--- config.mk ---
export PLATFORM = sky130hd
export DESIGN_NAME = hsv_to_rgb_converter_flat
export DESIGN_NICKNAME = d
export VERILOG_FILES = /design/src/rtl/core/hsv_pkg.sv /design/src/rtl/core/hsv_if.sv /design/src/rtl/core/hsv_sector.sv /design/src/rtl/core/hsv_blend.sv /design/src/rtl/core/hsv_route.sv /design/src/rtl/core/hsv_to_rgb_converter.sv /design/src/flat_wrapper.sv
export VERILOG_INCLUDE_DIRS = /design/src /design/src/rtl/core
export SDC_FILE = /design/constraint.sdc
export NUM_CORES = 2
export LEC_CHECK = 0
export BUFFER_PORTS_ARGS = -buffer_cell sky130_fd_sc_hd__buf_2
export CORE_ASPECT_RATIO = 0.5
export CORE_UTILIZATION = 55
export DETAILED_ROUTE_END_ITERATION = 16
export GPL_TIMING_DRIVEN = 0
export PLACE_DENSITY = 0.76
export SLEW_MARGIN = 20
export SYNTH_ARGS = -nofsm -noshare
export SYNTH_HDL_FRONTEND = slang
export SYNTH_SLANG_ARGS = --single-unit
--- constraint.sdc ---
create_clock -name clk_i -period 20.3 [get_ports clk_i]
set_input_delay 1.015 -clock clk_i [delete_from_list [all_inputs] [get_ports clk_i]]
set_output_delay 1.015 -clock clk_i [all_outputs]
set_load 0.005 [all_outputs]
--- src/rtl/core/hsv_to_rgb_converter_macros.svh ---
// ----------------------------------------------------------------------------
// HSV to RGB converter assertion macros
// Shared concurrent assertion forms, clocked on clk_i and held off in reset.
// ----------------------------------------------------------------------------
`ifndef HSV_TO_RGB_CONVERTER_MACROS_SVH
`define HSV_TO_RGB_CONVERTER_MACROS_SVH

// A property that must hold at every clock edge outside reset.
`define HSV_ASSERT(lbl, prop, msg) \
  lbl: assert property (@(posedge clk_i) disable iff (!rst_ni) (prop)) else $error(msg);

// A condition that must hold whenever the given valid bit is set.
`define HSV_ASSERT_VLD(lbl, vld, cond, msg) \
  `HSV_ASSERT(lbl, (vld) |-> (cond), msg)

`endif

--- src/rtl/core/hsv_pkg.sv ---
`timescale 1ns / 1ps
// ----------------------------------------------------------------------------
// HSV to RGB converter package
// Fixed-point constants, sector codes and stage payload types.
// ----------------------------------------------------------------------------
package hsv_pkg;

  localparam logic [14:0] HueFull    = 15'd23040;
  localparam logic [14:0] SectorSpan = 15'd3840;
  localparam logic [15:0] OneQ15     = 16'h8000;
  // Fraction is rem * 128 / 15, taken as (rem * 559241) >> 16.
  localparam logic [19:0] FracRecip  = 20'd559241;
  localparam int          NumSectors = 6;

  typedef enum logic [2:0] {
    SecRedYellow   = 3'd0,
    SecYellowGreen = 3'd1,
    SecGreenCyan   = 3'd2,
    SecCyanBlue    = 3'd3,
    SecBlueMagenta = 3'd4,
    SecMagentaRed  = 3'd5,
    SecWrap        = 3'd6
  } sector_e;

  typedef struct packed {
    sector_e     sector;
    logic [11:0] rem;
    logic [15:0] sat;
    logic [15:0] val;
  } split_t;

  typedef struct packed {
    sector_e     sector;
    logic [14:0] frac;
    logic [15:0] sat;
    logic [15:0] val;
  } frac_t;

  typedef struct packed {
    sector_e     sector;
    logic [15:0] val;
    logic [15:0] p;
    logic [15:0] one_m_sf;
    logic [15:0] one_m_st;
  } prod_t;

  typedef struct packed {
    sector_e     sector;
    logic [15:0] val;
    logic [15:0] p;
    logic [15:0] q;
    logic [15:0] t;
  } mix_t;

  typedef struct packed {
    logic [15:0] red_level;
    logic [15:0] green_level;
    logic [15:0] blue_level;
    logic [7:0]  red_byte;
    logic [7:0]  green_byte;
    logic [7:0]  blue_byte;
  } rgb_t;

  function automatic logic [7:0] level_to_byte(logic [15:0] level);
    logic [23:0] prod;
    prod = {level, 8'b0} - {8'b0, level};
    return prod[22:15];
  endfunction

endpackage

--- src/rtl/core/hsv_if.sv ---
`timescale 1ns / 1ps
// ----------------------------------------------------------------------------
// HSV to RGB converter channel interfaces
// Valid/ready channels for the HSV input words and the RGB output words.
// ----------------------------------------------------------------------------
interface hsv_pix_if;
  logic        valid;
  logic        ready;
  logic [14:0] hue;
  logic [15:0] saturation;
  logic [15:0] brightness;

  modport source (output valid, output hue, output saturation, output brightness,
                  input ready);
  modport sink (input valid, input hue, input saturation, input brightness,
                output ready);
endinterface

interface hsv_rgb_if;
  logic        valid;
  logic        ready;
  logic [15:0] red_level;
  logic [15:0] green_level;
  logic [15:0] blue_level;
  logic [7:0]  red_byte;
  logic [7:0]  green_byte;
  logic [7:0]  blue_byte;

  modport source (output valid, output red_level, output green_level,
                  output blue_level, output red_byte, output green_byte,
                  output blue_byte, input ready);
  modport sink (input valid, input red_level, input green_level,
                input blue_level, input red_byte, input green_byte,
                input blue_byte, output ready);
endinterface

--- src/rtl/core/hsv_sector.sv ---
`timescale 1ns / 1ps
// ----------------------------------------------------------------------------
// HSV sector split
// Clamps the inputs, finds the hue sector and the Q1.15 fraction within it.
// ----------------------------------------------------------------------------
module hsv_sector import hsv_pkg::*; (
  input  logic        clk_i,
  input  logic        rst_ni,
  input  logic        in_valid_i,
  output logic        in_ready_o,
  input  logic [14:0] hue_i,
  input  logic [15:0] sat_i,
  input  logic [15:0] val_i,
  output logic        out_valid_o,
  input  logic        out_ready_i,
  output frac_t       out_data_o
);

  logic [14:0] hue_c;
  logic [14:0] base;
  split_t      split_d, split_q;
  logic        split_vld_q;
  logic        split_rdy;
  frac_t       frac_d, frac_q;
  logic        frac_vld_q;
  logic        frac_rdy;
  logic [31:0] frac_prod;

  assign hue_c = (hue_i > HueFull) ? HueFull : hue_i;

  always_comb begin
    split_d.sector = SecRedYellow;
    base           = '0;
    for (int k = 1; k <= NumSectors; k++) begin
      if (hue_c >= 15'(k) * SectorSpan) begin
        split_d.sector = sector_e'(3'(k));
        base           = 15'(k) * SectorSpan;
      end
    end
    split_d.rem = 12'(hue_c - base);
    split_d.sat = (sat_i > OneQ15) ? OneQ15 : sat_i;
    split_d.val = (val_i > OneQ15) ? OneQ15 : val_i;
  end

  assign frac_rdy   = !frac_vld_q || out_ready_i;
  assign split_rdy  = !split_vld_q || frac_rdy;
  assign in_ready_o = split_rdy;

  always_ff @(posedge clk_i or negedge rst_ni) begin
    if (!rst_ni) begin
      split_vld_q <= 1'b0;
      frac_vld_q  <= 1'b0;
    end else begin
      if (split_rdy) begin
        split_vld_q <= in_valid_i;
      end
      if (frac_rdy) begin
        frac_vld_q <= split_vld_q;
      end
    end
  end

  assign frac_prod = {20'b0, split_q.rem} * {12'b0, FracRecip};

  always_comb begin
    frac_d.sector = split_q.sector;
    frac_d.frac   = frac_prod[30:16];
    frac_d.sat    = split_q.sat;
    frac_d.val    = split_q.val;
  end

  always_ff @(posedge clk_i) begin
    if (split_rdy && in_valid_i) begin
      split_q <= split_d;
    end
    if (frac_rdy && split_vld_q) begin
      frac_q <= frac_d;
    end
  end

  assign out_valid_o = frac_vld_q;
  assign out_data_o  = frac_q;

endmodule

--- src/rtl/core/hsv_blend.sv ---
`timescale 1ns / 1ps
// ----------------------------------------------------------------------------
// HSV blend products
// Forms p, q and t from saturation, brightness and the sector fraction.
// ----------------------------------------------------------------------------
`include "hsv_to_rgb_converter_macros.svh"

module hsv_blend import hsv_pkg::*; (
  input  logic  clk_i,
  input  logic  rst_ni,
  input  logic  in_valid_i,
  output logic  in_ready_o,
  input  frac_t in_data_i,
  output logic  out_valid_o,
  input  logic  out_ready_i,
  output mix_t  out_data_o
);

  logic [30:0] sf_prod;
  logic [31:0] st_prod;
  logic [31:0] p_prod;
  logic [15:0] one_m_f;
  prod_t       prod_d, prod_q;
  logic        prod_vld_q;
  logic        prod_rdy;
  logic [31:0] q_prod;
  logic [31:0] t_prod;
  mix_t        mix_d, mix_q;
  logic        mix_vld_q;
  logic        mix_rdy;

  assign one_m_f = OneQ15 - {1'b0, in_data_i.frac};
  assign sf_prod = {15'b0, in_data_i.sat} * {16'b0, in_data_i.frac};
  assign st_prod = {16'b0, in_data_i.sat} * {16'b0, one_m_f};
  assign p_prod  = {16'b0, in_data_i.val} * {16'b0, OneQ15 - in_data_i.sat};

  always_comb begin
    prod_d.sector   = in_data_i.sector;
    prod_d.val      = in_data_i.val;
    prod_d.p        = p_prod[30:15];
    prod_d.one_m_sf = OneQ15 - sf_prod[30:15];
    prod_d.one_m_st = OneQ15 - st_prod[30:15];
  end

  assign q_prod = {16'b0, prod_q.val} * {16'b0, prod_q.one_m_sf};
  assign t_prod = {16'b0, prod_q.val} * {16'b0, prod_q.one_m_st};

  always_comb begin
    mix_d.sector = prod_q.sector;
    mix_d.val    = prod_q.val;
    mix_d.p      = prod_q.p;
    mix_d.q      = q_prod[30:15];
    mix_d.t      = t_prod[30:15];
  end

  assign mix_rdy    = !mix_vld_q || out_ready_i;
  assign prod_rdy   = !prod_vld_q || mix_rdy;
  assign in_ready_o = prod_rdy;

  always_ff @(posedge clk_i or negedge rst_ni) begin
    if (!rst_ni) begin
      prod_vld_q <= 1'b0;
      mix_vld_q  <= 1'b0;
    end else begin
      if (prod_rdy) begin
        prod_vld_q <= in_valid_i;
      end
      if (mix_rdy) begin
        mix_vld_q <= prod_vld_q;
      end
    end
  end

  always_ff @(posedge clk_i) begin
    if (prod_rdy && in_valid_i) begin
      prod_q <= prod_d;
    end
    if (mix_rdy && prod_vld_q) begin
      mix_q <= mix_d;
    end
  end

  assign out_valid_o = mix_vld_q;
  assign out_data_o  = mix_q;

  `HSV_ASSERT_VLD(p_le_val_a, mix_vld_q, mix_q.p <= mix_q.val, "p exceeds brightness")
  `HSV_ASSERT_VLD(q_le_val_a, mix_vld_q, mix_q.q <= mix_q.val, "q exceeds brightness")
  `HSV_ASSERT_VLD(t_le_val_a, mix_vld_q, mix_q.t <= mix_q.val, "t exceeds brightness")
  `HSV_ASSERT(mix_hold_a, (mix_vld_q && !out_ready_i) |=> $stable(mix_q), "mix word changed while stalled")

endmodule

--- src/rtl/core/hsv_route.sv ---
`timescale 1ns / 1ps
// ----------------------------------------------------------------------------
// HSV channel routing
// Routes v, p, q and t to the colour channels by sector and forms the bytes.
// ----------------------------------------------------------------------------
module hsv_route import hsv_pkg::*; (
  input  logic clk_i,
  input  logic rst_ni,
  input  logic in_valid_i,
  output logic in_ready_o,
  input  mix_t in_data_i,
  output logic out_valid_o,
  input  logic out_ready_i,
  output rgb_t out_data_o
);

  logic [15:0] red, green, blue;
  rgb_t        rgb_d, rgb_q;
  logic        rgb_vld_q;
  logic        rgb_rdy;

  always_comb begin
    case (in_data_i.sector)
      SecYellowGreen: begin
        red = in_data_i.q;   green = in_data_i.val; blue = in_data_i.p;
      end
      SecGreenCyan: begin
        red = in_data_i.p;   green = in_data_i.val; blue = in_data_i.t;
      end
      SecCyanBlue: begin
        red = in_data_i.p;   green = in_data_i.q;   blue = in_data_i.val;
      end
      SecBlueMagenta: begin
        red = in_data_i.t;   green = in_data_i.p;   blue = in_data_i.val;
      end
      SecMagentaRed: begin
        red = in_data_i.val; green = in_data_i.p;   blue = in_data_i.q;
      end
      default: begin
        red = in_data_i.val; green = in_data_i.t;   blue = in_data_i.p;
      end
    endcase
  end

  always_comb begin
    rgb_d.red_level   = red;
    rgb_d.green_level = green;
    rgb_d.blue_level  = blue;
    rgb_d.red_byte    = level_to_byte(red);
    rgb_d.green_byte  = level_to_byte(green);
    rgb_d.blue_byte   = level_to_byte(blue);
  end

  assign rgb_rdy    = !rgb_vld_q || out_ready_i;
  assign in_ready_o = rgb_rdy;

  always_ff @(posedge clk_i or negedge rst_ni) begin
    if (!rst_ni) begin
      rgb_vld_q <= 1'b0;
    end else if (rgb_rdy) begin
      rgb_vld_q <= in_valid_i;
    end
  end

  always_ff @(posedge clk_i) begin
    if (rgb_rdy && in_valid_i) begin
      rgb_q <= rgb_d;
    end
  end

  assign out_valid_o = rgb_vld_q;
  assign out_data_o  = rgb_q;

endmodule

--- src/rtl/core/hsv_to_rgb_converter.sv ---
`timescale 1ns / 1ps
// ----------------------------------------------------------------------------
// HSV to RGB converter
// Five-stage pipeline turning HSV words with Q1.15 saturation and brightness into Q1.15 and byte RGB words.
// ----------------------------------------------------------------------------
// The converter accepts one HSV word per clock while the output is not
// stalled, and returns one RGB word for each, in order. The five register
// stages are: input clamp and sector split, the fraction multiply, the
// saturation products, the brightness products, and channel routing with
// byte conversion. Each stage holds its word while the next is full, so
// back-pressure on the output stalls the pipeline without losing or
// repeating words, and empty stages still fill while it waits.
module hsv_to_rgb_converter import hsv_pkg::*; (
  input  logic       clk_i,
  input  logic       rst_ni,
  hsv_pix_if.sink    pix_i,
  hsv_rgb_if.source  rgb_o
);

  logic  frac_vld;
  logic  frac_rdy;
  frac_t frac_data;
  logic  mix_vld;
  logic  mix_rdy;
  mix_t  mix_data;
  rgb_t  rgb_data;

  hsv_sector u_sector (
    .clk_i       (clk_i),
    .rst_ni      (rst_ni),
    .in_valid_i  (pix_i.valid),
    .in_ready_o  (pix_i.ready),
    .hue_i       (pix_i.hue),
    .sat_i       (pix_i.saturation),
    .val_i       (pix_i.brightness),
    .out_valid_o (frac_vld),
    .out_ready_i (frac_rdy),
    .out_data_o  (frac_data)
  );

  hsv_blend u_blend (
    .clk_i       (clk_i),
    .rst_ni      (rst_ni),
    .in_valid_i  (frac_vld),
    .in_ready_o  (frac_rdy),
    .in_data_i   (frac_data),
    .out_valid_o (mix_vld),
    .out_ready_i (mix_rdy),
    .out_data_o  (mix_data)
  );

  hsv_route u_route (
    .clk_i       (clk_i),
    .rst_ni      (rst_ni),
    .in_valid_i  (mix_vld),
    .in_ready_o  (mix_rdy),
    .in_data_i   (mix_data),
    .out_valid_o (rgb_o.valid),
    .out_ready_i (rgb_o.ready),
    .out_data_o  (rgb_data)
  );

  assign rgb_o.red_level   = rgb_data.red_level;
  assign rgb_o.green_level = rgb_data.green_level;
  assign rgb_o.blue_level  = rgb_data.blue_level;
  assign rgb_o.red_byte    = rgb_data.red_byte;
  assign rgb_o.green_byte  = rgb_data.green_byte;
  assign rgb_o.blue_byte   = rgb_data.blue_byte;

endmodule
--- src/flat_wrapper.sv ---
// flat-port wrapper written by rule: the top's interface ports become plain ports
module hsv_to_rgb_converter_flat import hsv_pkg::*;
  (clk_i, rst_ni, pix_i_valid, pix_i_hue, pix_i_saturation, pix_i_brightness, pix_i_ready, rgb_o_valid, rgb_o_red_level, rgb_o_green_level, rgb_o_blue_level, rgb_o_red_byte, rgb_o_green_byte, rgb_o_blue_byte, rgb_o_ready);
  hsv_pix_if pix_i_i ();
  hsv_rgb_if rgb_o_i ();
  input  logic clk_i;
  input  logic rst_ni;
  input wire logic [$bits(pix_i_i.valid)-1:0] pix_i_valid;
  input wire logic [$bits(pix_i_i.hue)-1:0] pix_i_hue;
  input wire logic [$bits(pix_i_i.saturation)-1:0] pix_i_saturation;
  input wire logic [$bits(pix_i_i.brightness)-1:0] pix_i_brightness;
  output wire logic [$bits(pix_i_i.ready)-1:0] pix_i_ready;
  output wire logic [$bits(rgb_o_i.valid)-1:0] rgb_o_valid;
  output wire logic [$bits(rgb_o_i.red_level)-1:0] rgb_o_red_level;
  output wire logic [$bits(rgb_o_i.green_level)-1:0] rgb_o_green_level;
  output wire logic [$bits(rgb_o_i.blue_level)-1:0] rgb_o_blue_level;
  output wire logic [$bits(rgb_o_i.red_byte)-1:0] rgb_o_red_byte;
  output wire logic [$bits(rgb_o_i.green_byte)-1:0] rgb_o_green_byte;
  output wire logic [$bits(rgb_o_i.blue_byte)-1:0] rgb_o_blue_byte;
  input wire logic [$bits(rgb_o_i.ready)-1:0] rgb_o_ready;
  assign pix_i_i.valid = pix_i_valid;
  assign pix_i_i.hue = pix_i_hue;
  assign pix_i_i.saturation = pix_i_saturation;
  assign pix_i_i.brightness = pix_i_brightness;
  assign pix_i_ready = pix_i_i.ready;
  assign rgb_o_valid = rgb_o_i.valid;
  assign rgb_o_red_level = rgb_o_i.red_level;
  assign rgb_o_green_level = rgb_o_i.green_level;
  assign rgb_o_blue_level = rgb_o_i.blue_level;
  assign rgb_o_red_byte = rgb_o_i.red_byte;
  assign rgb_o_green_byte = rgb_o_i.green_byte;
  assign rgb_o_blue_byte = rgb_o_i.blue_byte;
  assign rgb_o_i.ready = rgb_o_ready;
  hsv_to_rgb_converter u_core (.clk_i(clk_i), .rst_ni(rst_ni), .pix_i(pix_i_i), .rgb_o(rgb_o_i));
endmodule
==> summary by stage <==
Final layout
The layout overhead on the synthesized area is 6.38%. The layout has 8367 filler cells. The post-layout net count is 7377. In the final layout, the share of cells above drive strength 1 is 0.0446. The post-route non-filler standard cell count is 7156. After routing the design area is 57700 sq um.

Clock tree
The tree is rooted in a clkbuf_16. The insertion delay of the later-clocked pin in the worst-skew pair is 640 ps. CTS built an H-tree with a depth of 1. The post-CTS setup buffer count is 0. The CTS buffer count is 30.

The TritonCTS clock tree is yes. The number of gates given a new drive strength after cts is 0. The number of clock sinks seen by CTS is 308. Clock-pin slew was measured on the worst setup and hold paths at 90 ps. Hold repair after CTS inserted 0 buffers. The number of buffers between clock root and the deepest sink is 3.

Synth
In this run, distinct cell masters in the synthesized netlist total 101. Counting flops with an async set or reset pin after synthesis yields a share of 0.0162. The most common cell in the netlist is inv_1.

By area the synthesized netlist is led by fa_1 35%, edfxtp_1 17%, ha_1 13%. Counting flops with a built-in enable in the synthesized netlist gives 303. The total nets after synthesis is 7221. In this run the mean area of a mapped cell was 9.62 sq um. Counting every instance in the synthesized netlist gives 5645. fa_1 takes more of the synthesized area than any other cell. The commonest cells after synthesis are 1179 x inv_1, 962 x fa_1, 867 x nand2_1. The post-synthesis sequential element count is 308. In the synthesized netlist the dominant register cell turns out to be edfxtp_1. The area of the mapped netlist is 54300 sq um. The area share of the leading cell type in the synthesized netlist is 0.355. The number of synthesis warnings is 0. For this run, the register share of the synthesized area comes to 0.170.

Floorplanning
For this configuration, the core starts out at a cell density of 0.556. During I/O placement, the number of pins put on the boundary was 125. The core box area is 97700 sq um.

The floorplan step defined a die boundary enclosing 100000 sq um. The die height is 224 um. Row generation in the floorplan step produced 81 rows. The horizontal die dimension is 446 um.

Detailed routing
The per-cell routed wire length is 21.1 um. The routed wire length is 151000 um. The first-pass iteration count of the detailed router is 10. The via density per instance is 5.68. In the routed design, unresolved DRC markers number 0. The DRC violation total after the first TritonRoute iteration is 3600. For this block, the via count after detailed routing is 40600. In this run the remaining antenna-violating nets after routing total 0.

Critical path
The arrival time reported for the critical path endpoint is 10960 ps. The highest fanout seen on the critical path is 10. The worst setup path is captured at a register.

The worst setup path is of the register to register kind. The worst setup path is launched from a register. The cell type of the slowest stage on the worst timing path is nor4_2. Measured in cells, the most critical reg-to-reg path has a length of 28. The critical path's largest stage delay is 780 ps. The cell that appears most often on the critical path is fa_1.

Data on the critical path is required at its endpoint by 20660 ps.

GRT
The first global-routing pass estimated 237000 um of wire. The number of global-route vias before repair is 43100. For this run the aggregate overflow at the end of global routing stands at 0. The pin count of the biggest net entering global routing is 60. For this run, the total global-route usage over all layers was measured as 0.308.

The initial antenna violation count is 5.

Timing
The relative slew slack is 0.226. For this run, the top clock speed supported by timing is 0.0943 GHz. The transition time of the tightest slew-check pin is 1150 ps.

Across the routed clock network, the largest skew measured is 58.8 ps. The number of failing hold endpoints at the final stage was 0. Setup repair after global routing left no endpoint under its margin.

The number of failing setup endpoints in the final timing report is 0. The final count of pins violating max slew came to 0. The final worst-path cycle share is 0.522.

The final setup TNS is 0 ps. The minimum period implied by the final worst setup slack is 10600 ps.

Placement
The number of port buffers is 119. In this run the cell area measured after placement is 56700 sq um. The half-perimeter wire length of the detailed placement result is 124000 um. The placer's final routability congestion estimate is 1.03. Counting tap cells, the placed design contains a total of 7097 instances.

Job
The number of max-cap violations is 0.

Min path
The worst hold path belongs to the class input port to async pin.

Status
The run finished with clean final reports.
## state kept, by name, indices dropped and copies added, names as in the netlist
signal	cells
u_core.u_route.out_data_o	72
u_core.u_blend.out_data_o	67
u_core.u_sector.out_data_o	50
u_core.u_blend.mix_d	35
u_core.u_sector.frac_d	35
u_core.u_blend.prod_q	32
u_core.u_sector.split_q	12
u_core.u_blend.out_valid_o	1
u_core.u_blend.prod_vld_q	1
u_core.u_route.out_valid_o	1
u_core.u_sector.out_valid_o	1
u_core.u_sector.split_vld_q	1
## routing by layer
metal	vias to the layer above	part of all wire	GRT usage
met1	20600	0.41	0.423
met3	332	0.099	0.0651
met4	0	0.038	0.102
met2	1890	0.45	0.488
met5	-	0	0
li1	17800	-	-
## metrics by stage
stage	hold WS [ps]	utilization	worst slack, ps
5_1_grt	220	0.591	9430
3_5_place_dp	405	0.580	9830
2_1_floorplan	400	-	11700
6_report	236	0.591	9700
3_3_place_gp	403	0.579	9510
4_1_cts	207	0.591	9720
## worst max-delay path: cells and delay by family, from the launching register on
kind | cells | cell delay [ps]
simple gates | 8 | 2390
compound gates | 5 | 1990
flops | 1 | 360
buf+inv | 6 | 1520
xor+xnor | 2 | 720
fa+ha+maj | 7 | 3290
## layout by cell type (no fill, tap or decap), types with 17 or more instances in the layout
cell type,netlist,final
and2_1,498,494
inv_1,1179,1179
o21ai_0,76,76
o21a_1,17,17
a221oi_1,28,28
clkbuf_16,0,31
ha_1,563,563
nor3_1,48,48
nor2_1,91,91
fa_1,962,962
nand2_1,867,867
nand2b_1,20,20
a21o_1,48,48
edfxtp_1,303,303
and3_1,42,42
xor2_1,45,45
nor2b_1,47,46
xnor2_1,117,116
nand3_1,27,27
or3_1,19,19
nor4_1,30,29
nand4_1,17,17
buf_2,16,135
a21oi_1,92,92
clkbuf_1,229,232
## area by class of cell
class | count | area [sq um] | area share
Antenna cell | 3 | 7.51 | 0.000130
Buffer | 256 | 990 | 0.0171
Clock buffer | 34 | 787 | 0.0136
Clock inverter | 22 | 250 | 0.00433
Inverter | 1180 | 4430 | 0.0767
Multi-Input combinational cell | 3901 | 39700 | 0.687
Sequential cell | 308 | 9220 | 0.160
Tap cell | 1328 | 1660 | 0.0288
Timing Repair Buffer | 124 | 711 | 0.0123
## final timing paths
| path | start | end | slack [ps] |
|---|---|---|---|
| max | u_core.u_sector.out_data_o[35] | u_core.u_blend.prod_q[15] | 9700 |
| min | rst_ni | u_core.u_route.out_valid_o | 240 |
| max reg2reg | u_core.u_sector.out_data_o[35] | u_core.u_blend.prod_q[15] | 9700 |
| min reg2reg | u_core.u_blend.mix_d[46] | u_core.u_blend.out_data_o[46] | 410 |
| max in group asynchronous | rst_ni | u_core.u_sector.out_valid_o | 19880 |
| min in group clk_i | u_core.u_blend.mix_d[46] | u_core.u_blend.out_data_o[46] | 410 |
## cell families (layout without fill, tap and decap cells)
kind of cell | Yosys count | count (layout) | share of synthesized area
DFF | 308 | 308 | 0.170
adders and majority gates | 1525 | 1525 | 0.485
AOI/OAI and AO/OA | 440 | 440 | 0.0578
and+or+nand+nor | 1769 | 1769 | 0.161
muxes | 5 | 5 | 0.000991
buffers and inverters | 1436 | 1616 | 0.0998
xor gates and xnor gates | 162 | 162 | 0.0261
other | 0 | 3 | 0
Power is left out: the tool's default activity adds up to more than one toggle a clock period on the data nets, which glitch-free logic cannot reach.
